## src/hw/rtl/nla_pkg.sv

```systemverilog
// Shared constants and types for the newline line assembler.
package nla_pkg;

	localparam int LINE_BYTES_DEF = 64;
	localparam int BYTE_W         = 8;
	localparam int CNT_W          = 16;
	localparam int CFG_W          = 16;
	localparam int PDATA_W        = 32;
	localparam int PADDR_W        = 3;

	localparam logic [BYTE_W-1:0]  BYTE_CR      = 8'd13;
	localparam logic [BYTE_W-1:0]  BYTE_LF      = 8'd10;
	localparam logic [CFG_W-1:0]   OUT_SIZE_RST = 16'd64;
	localparam logic [PADDR_W-1:0] ADDR_OUT_SIZE = 3'd0;

	typedef enum logic [1:0] {
		ST_IDLE = 2'b01,
		ST_SEND = 2'b10
	} nla_state_t;

endpackage

```

## src/hw/rtl/nla_if.sv

```systemverilog
// Valid/ready channel interfaces for received bytes and delivered line beats.
interface nla_rx_if import nla_pkg::*; ();
	logic              valid;
	logic              ready;
	logic [BYTE_W-1:0] rx_byte;

	modport source (output valid, output rx_byte, input ready);
	modport sink (input valid, input rx_byte, output ready);
endinterface

interface nla_line_if import nla_pkg::*; ();
	logic              valid;
	logic              ready;
	logic [BYTE_W-1:0] data_byte;
	logic              byte_valid;
	logic              last;
	logic              truncated;
	logic [CNT_W-1:0]  overflow_lines;
	logic [CNT_W-1:0]  discarded_lines;
	logic [CNT_W-1:0]  truncated_lines;

	modport source (output valid, output data_byte, output byte_valid, output last,
		output truncated, output overflow_lines, output discarded_lines,
		output truncated_lines, input ready);
	modport sink (input valid, input data_byte, input byte_valid, input last,
		input truncated, input overflow_lines, input discarded_lines,
		input truncated_lines, output ready);
endinterface

```

## src/hw/rtl/newline_line_assembler.sv

```systemverilog
// Newline line assembler: line store, read-out sequencer and APB register.
// Read-out: a newline that ends a stored line shows the first line beat in the cycle after it is
// accepted, then one beat per cycle while the sink is ready.
// Throughput: one byte per cycle while rx ready is high; such a newline holds rx ready low
// until the last beat of its line is taken (up to LINE_BYTES-1 beats).
// Reset: length, discard flag and counters clear, out_size returns to 64; store is not cleared.
module newline_line_assembler import nla_pkg::*; #(
	parameter int LINE_BYTES = LINE_BYTES_DEF
) (
	input  logic                clk,
	input  logic                arst_n,
	nla_rx_if.sink              rx,
	nla_line_if.source          line,
	input  logic                psel,
	input  logic                penable,
	input  logic                pwrite,
	input  logic [PADDR_W-1:0]  paddr,
	input  logic [PDATA_W-1:0]  pwdata,
	output logic [PDATA_W-1:0]  prdata,
	output logic                pready
);

	localparam int LEN_W = $clog2(LINE_BYTES);
	localparam logic [LEN_W-1:0] LEN_MAX = LEN_W'(LINE_BYTES - 1);

	logic [BYTE_W-1:0] store_q [LINE_BYTES];

	nla_state_t        state_q;
	logic [LEN_W-1:0]  len_q;
	logic              discarding_q;
	logic [CNT_W-1:0]  ovf_cnt_q;
	logic [CNT_W-1:0]  disc_cnt_q;
	logic [CNT_W-1:0]  trunc_cnt_q;
	logic [CFG_W-1:0]  out_size_q;
	logic [LEN_W-1:0]  idx_q;
	logic [LEN_W-1:0]  last_idx_q;
	logic              byte_valid_q;
	logic              trunc_q;
	logic [BYTE_W-1:0] rd_data_q;

	logic              rx_beat;
	logic              out_beat;
	logic              is_cr;
	logic              is_lf;
	logic              cfg_hit;
	logic [CFG_W-1:0]  limit;
	logic [CFG_W-1:0]  len_ext;
	logic              cut;
	logic [LEN_W-1:0]  n_bytes;
	logic              start_line;
	logic              store_wr;
	logic              rd_en;
	logic [LEN_W-1:0]  rd_addr;
	logic              last_beat;

	assign rx_beat  = rx.valid && rx.ready;
	assign out_beat = line.valid && line.ready;
	assign is_cr    = (rx.rx_byte == BYTE_CR);
	assign is_lf    = (rx.rx_byte == BYTE_LF);
	assign cfg_hit  = (paddr == ADDR_OUT_SIZE);

	assign limit   = (out_size_q == '0) ? '0 : out_size_q - CFG_W'(1);
	assign len_ext = {{(CFG_W-LEN_W){1'b0}}, len_q};
	assign cut     = (len_ext > limit);
	assign n_bytes = cut ? limit[LEN_W-1:0] : len_q;

	assign start_line = rx_beat && !is_cr && !discarding_q && is_lf && (len_q != '0);
	assign store_wr   = rx_beat && !is_cr && !discarding_q && !is_lf && (len_q < LEN_MAX);
	assign last_beat  = !byte_valid_q || (idx_q == last_idx_q);
	assign rd_en      = start_line || (out_beat && !last_beat);
	assign rd_addr    = (state_q == ST_IDLE) ? '0 : idx_q + LEN_W'(1);

	assign rx.ready             = (state_q == ST_IDLE);
	assign line.valid           = (state_q == ST_SEND);
	assign line.data_byte       = byte_valid_q ? rd_data_q : '0;
	assign line.byte_valid      = byte_valid_q;
	assign line.last            = last_beat;
	assign line.truncated       = trunc_q;
	assign line.overflow_lines  = ovf_cnt_q;
	assign line.discarded_lines = disc_cnt_q;
	assign line.truncated_lines = trunc_cnt_q;

	assign pready = 1'b1;
	assign prdata = cfg_hit ? {{(PDATA_W-CFG_W){1'b0}}, out_size_q} : '0;

	always_ff @(posedge clk) begin
		if (store_wr) begin
			store_q[len_q] <= rx.rx_byte;
		end
		if (rd_en) begin
			rd_data_q <= store_q[rd_addr];
		end
	end

	always_ff @(posedge clk) begin
		if (start_line) begin
			last_idx_q   <= n_bytes - LEN_W'(1);
			byte_valid_q <= (n_bytes != '0);
			trunc_q      <= cut;
		end
	end

	always_ff @(posedge clk or negedge arst_n) begin
		if (!arst_n) begin
			out_size_q <= OUT_SIZE_RST;
		end else if (psel && penable && pwrite && cfg_hit) begin
			out_size_q <= pwdata[CFG_W-1:0];
		end
	end

	always_ff @(posedge clk or negedge arst_n) begin
		if (!arst_n) begin
			state_q      <= ST_IDLE;
			len_q        <= '0;
			discarding_q <= 1'b0;
			ovf_cnt_q    <= '0;
			disc_cnt_q   <= '0;
			trunc_cnt_q  <= '0;
			idx_q        <= '0;
		end else begin
			unique case (state_q)
				ST_IDLE: begin
					if (rx_beat && !is_cr) begin
						if (discarding_q) begin
							if (is_lf) begin
								discarding_q <= 1'b0;
								len_q        <= '0;
								disc_cnt_q   <= disc_cnt_q + CNT_W'(1);
							end
						end else if (is_lf) begin
							if (len_q != '0) begin
								len_q   <= '0;
								idx_q   <= '0;
								state_q <= ST_SEND;
								if (cut) begin
									trunc_cnt_q <= trunc_cnt_q + CNT_W'(1);
								end
							end
						end else if (len_q < LEN_MAX) begin
							len_q <= len_q + LEN_W'(1);
						end else begin
							len_q        <= '0;
							discarding_q <= 1'b1;
							ovf_cnt_q    <= ovf_cnt_q + CNT_W'(1);
						end
					end
				end
				ST_SEND: begin
					if (out_beat) begin
						if (last_beat) begin
							state_q <= ST_IDLE;
						end else begin
							idx_q <= idx_q + LEN_W'(1);
						end
					end
				end
				default: begin
					state_q <= ST_IDLE;
				end
			endcase
		end
	end

	a_no_overlap: assert property (@(posedge clk) disable iff (!arst_n)
		!(rx.ready && line.valid))
		else $error("rx ready while a line beat is pending");

	a_last_frees: assert property (@(posedge clk) disable iff (!arst_n)
		(out_beat && line.last) |=> rx.ready)
		else $error("rx not ready after last beat of a line");

	a_line_starts: assert property (@(posedge clk) disable iff (!arst_n)
		(rx_beat && is_lf && !discarding_q && (len_q != '0)) |=> line.valid)
		else $error("newline ending a stored line did not start a run");

	a_len_bound: assert property (@(posedge clk) disable iff (!arst_n)
		(len_q <= LEN_MAX))
		else $error("line length beyond store capacity");

endmodule

```

## src/flat_wrapper.sv

```systemverilog
// flat-port wrapper written by rule: the top's interface ports become plain ports
module newline_line_assembler_flat import nla_pkg::*;
#(
	parameter int LINE_BYTES = LINE_BYTES_DEF
)
  (clk, arst_n, psel, penable, pwrite, paddr, pwdata, prdata, pready, rx_valid, rx_rx_byte, rx_ready, line_valid, line_data_byte, line_byte_valid, line_last, line_truncated, line_overflow_lines, line_discarded_lines, line_truncated_lines, line_ready);
  nla_rx_if rx_i ();
  nla_line_if line_i ();
  input  logic clk;
  input  logic arst_n;
  input  logic psel;
  input  logic penable;
  input  logic pwrite;
  input  logic [PADDR_W-1:0] paddr;
  input  logic [PDATA_W-1:0] pwdata;
  output logic [PDATA_W-1:0] prdata;
  output logic pready;
  input wire logic [$bits(rx_i.valid)-1:0] rx_valid;
  input wire logic [$bits(rx_i.rx_byte)-1:0] rx_rx_byte;
  output wire logic [$bits(rx_i.ready)-1:0] rx_ready;
  output wire logic [$bits(line_i.valid)-1:0] line_valid;
  output wire logic [$bits(line_i.data_byte)-1:0] line_data_byte;
  output wire logic [$bits(line_i.byte_valid)-1:0] line_byte_valid;
  output wire logic [$bits(line_i.last)-1:0] line_last;
  output wire logic [$bits(line_i.truncated)-1:0] line_truncated;
  output wire logic [$bits(line_i.overflow_lines)-1:0] line_overflow_lines;
  output wire logic [$bits(line_i.discarded_lines)-1:0] line_discarded_lines;
  output wire logic [$bits(line_i.truncated_lines)-1:0] line_truncated_lines;
  input wire logic [$bits(line_i.ready)-1:0] line_ready;
  assign rx_i.valid = rx_valid;
  assign rx_i.rx_byte = rx_rx_byte;
  assign rx_ready = rx_i.ready;
  assign line_valid = line_i.valid;
  assign line_data_byte = line_i.data_byte;
  assign line_byte_valid = line_i.byte_valid;
  assign line_last = line_i.last;
  assign line_truncated = line_i.truncated;
  assign line_overflow_lines = line_i.overflow_lines;
  assign line_discarded_lines = line_i.discarded_lines;
  assign line_truncated_lines = line_i.truncated_lines;
  assign line_i.ready = line_ready;
  newline_line_assembler #(.LINE_BYTES(LINE_BYTES)) u_core (.clk(clk), .arst_n(arst_n), .rx(rx_i), .line(line_i), .psel(psel), .penable(penable), .pwrite(pwrite), .paddr(paddr), .pwdata(pwdata), .prdata(prdata), .pready(pready));
endmodule
```

## config.mk

```make
export PLATFORM = sky130hd
export DESIGN_NAME = newline_line_assembler_flat
export DESIGN_NICKNAME = d
export VERILOG_FILES = /design/src/hw/rtl/nla_pkg.sv /design/src/hw/rtl/nla_if.sv /design/src/hw/rtl/newline_line_assembler.sv /design/src/flat_wrapper.sv
export SDC_FILE = /design/constraint.sdc
export NUM_CORES = 1
export LEC_CHECK = 0
export BUFFER_PORTS_ARGS = -buffer_cell sky130_fd_sc_hd__buf_2
export CORE_MARGIN = 5
export CORE_UTILIZATION = 45
export CTS_BUF_LIST = sky130_fd_sc_hd__clkbuf_4 sky130_fd_sc_hd__clkbuf_8 sky130_fd_sc_hd__clkbuf_16
export CTS_CLUSTER_DIAMETER = 200
export CTS_CLUSTER_SIZE = 24
export DETAILED_ROUTE_END_ITERATION = 8
export PLACE_DENSITY = 0.69
export SKIP_CTS_REPAIR_TIMING = 1
export SLEW_MARGIN = 15
export SYNTH_ARGS = -nofsm -noshare
export SYNTH_HDL_FRONTEND = slang
export SYNTH_SLANG_ARGS = --single-unit
```

## constraint.sdc

```tcl
create_clock -name clk -period 3.6 [get_ports clk]
set_input_delay 0.54 -clock clk [delete_from_list [all_inputs] [get_ports clk]]
set_output_delay 0.54 -clock clk [all_outputs]
set_load 0.02 [all_outputs]
```

==> results.md <==
- Outcome: completed
- Psw: 3670 uW
- Clk pwr share: 0.267
- Io pins: ~140
- Post-route DRC: 0
- Cells after Synth: 1874
- Worst IR Drop VDD: 392 uV
- Setup WS pre-CTS: -47.5 ps
- Sink Count: 607
- Vias: 16200
- Grt ovf: 0
- DRT iter0 DRCs: 2010
- Hpwl dp: ~40 mm
- Yosys top cell area share: 0.613
- CP arrival: 3880 ps
- Unrepaired setup endpoints after global routing: true
- Global placer's final weighted congestion: 0.862
- Yosys cell types: 69
- CTS buffer count: 29
- Pleak: 0.00991 uW
- FFs w/ async S/R, synth: 0.130
- Core region area: 56700 um^2
- Critical path cell sequence: or4_4 > nor4b_4 > and4b_1 > or2_4 > ha_4 > nand3_4 > a21oi_2 > o31ai_2 > a21oi_2 > nand2_2 > nor2_2 > a21oi_2 > ha_2 > nand3_2 > xnor2_1 > mux2i_1
- Crit path buffers/inverters: 0
- Die W: 250 um
- Cell Pwr Density: about 490 nW/um^2
- Row cnt: 87
- Root buffer cell: clkbuf_16
- Fmax achieved: 285 MHz
- Die height: 250 um
- Final instance area: 28600 um^2
- Post-synth top cells: edfxtp_1 (528), nand2_1 (197), nor2_1 (109), clkbuf_1 (85), a21oi_1 (78)
- Routed wire length: approximately 63 mm
- Largest net degree at the start of global routing: 107
- Final ANT Viol Nets: 0
- # setup viols final: 0
- CP max-delay cell: or4_4
- Initial core utilization: 0.456
- Layout area overhead: 10.4%
- CP top delay family: simple AND/OR/NAND/NOR gates
- HP Class: primary input to async pin
- Area after DPL: 27600 um^2
- Yosys reg bits: between 600 and 700
- Int Pwr: just over 10000 uW
- Synth Warn #: 0
- Worst setup path class: register to register
- Nets@finish: 2042
- Count of flip-flops with a built-in enable after synthesis: 528
- Crit path largest cell delay: 550 ps
- Power share of the combinational group: 0.150
- Clock slew at reported path FFs: 110 ps
- Area leader, netlist: edfxtp_1
- WHS: around 96 ps
- Max-cap viol count: 0
- Max clock buf depth: 3
- Req. time, crit path: around 4000 ps
- CP max FO: 3
- Via/cell ratio: 5.89
- 1st-pass router iterations: 6
- Main synth FF type: edfxtp_1
- Clk Latency, worst-skew pair: 620 ps
- Mean area per synthesized cell: ~14 um^2
- Crit start category: register
- Worst Slack Setup Final: 90.9 ps
- Sequential Power Share: 0.583
- First-pass GRT wire length: 97.1 mm
- H-tree depth: 1
- Tightest Pin Transition: 1030 ps
- Final hold violations: 0
- Most numerous cell in the Yosys netlist: edfxtp_1
- Area contributors post-synth: edfxtp_1 (61%), dfrtp_1 (7.4%), mux2_2 (3.0%), nand2_1 (2.9%), mux2i_1 (1.7%)
- Max Slew Vio Count: 0
- Die area: roughly 62000 um^2
- Layout cells sized above 1: 0.177
- CTS tree: built
- Seq/Total Area, Yosys: 0.689
- Layout Skew: approximately 28 ps
- Tcrit/Tclk final: 0.975
- Final min period: ~3500 ps
- Max_slew headroom: 0.311
- Vias in the first global route: 15800
- Initial antenna violation count: 1
- Switching Fraction: 0.265
- IO Port Bufs: 110
- Wire per inst: 23.1 um
- Global Route Usage Sum: 0.198
- Endpoint class of the critical path: register
- CP most frequent cell: a21oi_2
- Post-synthesis cell area: approximately 26000 um^2
## cells by family (layout without fill, tap and decap cells)
| logic type | count (synthesis) | after routing | synth area share |
|---|---|---|---|
| AND/OR/NAND/NOR | 557 | 557 | 0.103 |
| buffers and inverters | 154 | 251 | 0.0252 |
| XOR/XNOR | 68 | 68 | 0.0230 |
| flip-flops | 607 | 607 | 0.689 |
| AO/OA/AOI/OAI | 342 | 342 | 0.0905 |
| multiplexers | 129 | 129 | 0.0609 |
| adder cells (fa/ha/maj) | 15 | 15 | 0.00725 |
| other | 2 | 18 | 0.000290 |
## cell usage in the layout, fill, tap and decap left out, types with 6 or more instances in the layout
cell type / synthesis / routed
a211o_1: 6 / 6
nand4_1: 17 / 17
a21oi_1: 78 / 74
buf_2: 9 / 109
and2_1: 24 / 24
edfxtp_1: 528 / 528
mux2i_1: 45 / 45
ha_1: 15 / 12
inv_1: 22 / 22
dfrtp_1: 77 / 76
nor2b_1: 41 / 41
a311oi_1: 28 / 28
clkbuf_4: 0 / 9
nand3_1: 65 / 63
xor2_1: 21 / 20
clkbuf_16: 0 / 29
o22ai_1: 10 / 10
or3_1: 6 / 6
nor3_1: 36 / 36
mux2_2: 68 / 68
buf_12: 0 / 10
a2111oi_0: 8 / 8
nand2_1: 197 / 194
conb_1: 2 / 17
a211oi_1: 59 / 58
a221oi_1: 8 / 8
nor2_1: 109 / 106
mux4_2: 16 / 16
xnor2_1: 47 / 44
o221ai_1: 23 / 23
a31oi_1: 34 / 34
buf_4: 17 / 69
and3_1: 25 / 25
o21ai_0: 49 / 48
## power groups by stage
| stage | Sequential, uW | Clock [uW] | Combinational [uW] |
|---|---|---|---|
| global placement | 8210 | 0 | 1900 |
| detailed placement | 8220 | 0 | 1930 |
| floorplan | 8150 | 0 | 1170 |
| CTS | 8070 | 3760 | 1940 |
| finish | 8070 | 3710 | 2080 |
| global route | 8100 | 4030 | 2240 |
## cell type report
type	instances	area, um^2
tap	756	946
inverter	23	86.3
antenna	1	2.50
clock inverter	2	40.0
multi-input combinational	1128	7580
fill	4763	28200
sequential	607	17800
timing repair buffer	188	1260
clock buffer	38	793
## flip-flops by register name, summed over array words and instances (netlist names)
signal                       flops
u_core.rd_data_q                 8
u_core.line.truncated_lines     16
u_core.discarding_q              1
u_core.idx_q                     6
u_core.state_q                   2
u_core.store_q                 512
u_core.line.overflow_lines      16
u_core.line.byte_valid           1
u_core.last_idx_q                6
u_core.line.truncated            1
u_core.out_size_q               16
u_core.len_q                     6
u_core.line.discarded_lines     16
## worst paths after layout
kind / startpoint / end / slack (ps) / depth (start not counted)
min in group clk: pwdata[1] / u_core.out_size_q[1]$_DFFE_PN0P_ / 120 / 3
worst min register to register: u_core.line.discarded_lines[15]$_DFFE_PN0P_ / u_core.line.discarded_lines[15]$_DFFE_PN0P_ / 470 / 1
worst max register to register: u_core.out_size_q[8]$_DFFE_PN0P_ / u_core.last_idx_q[4]$_DFFE_PP_ / 90 / 16
worst max-delay path: u_core.out_size_q[8]$_DFFE_PN0P_ / u_core.last_idx_q[4]$_DFFE_PP_ / 90 / 16
max in group asynchronous: arst_n / u_core.idx_q[0]$_DFFE_PN0P_ / 2750 / 1
worst min-delay path: arst_n / u_core.line.discarded_lines[11]$_DFFE_PN0P_ / 100 / 1
## per-stage QoR
stage	utilization	TNS (ps)	cells	total power (uW)
floorplan	-	0	1889	9310
global route	0.503	-179	2742	14400
global placement	0.487	0	2697	10100
finish	0.503	0	2743	13900
detailed placement	0.487	-47.5	2697	10200
CTS	0.502	-85.3	2737	13800
## layer usage
| metal | track usage | wire length [um] |
|---|---|---|
| met2 | 0.317 | 29600 |
| met5 | 0 | 0 |
| met1 | 0.286 | 26800 |
| met4 | 0.0431 | 1590 |
| met3 | 0.0351 | 5360 |
No activity file was read; power rests on OpenSTA's default activity.
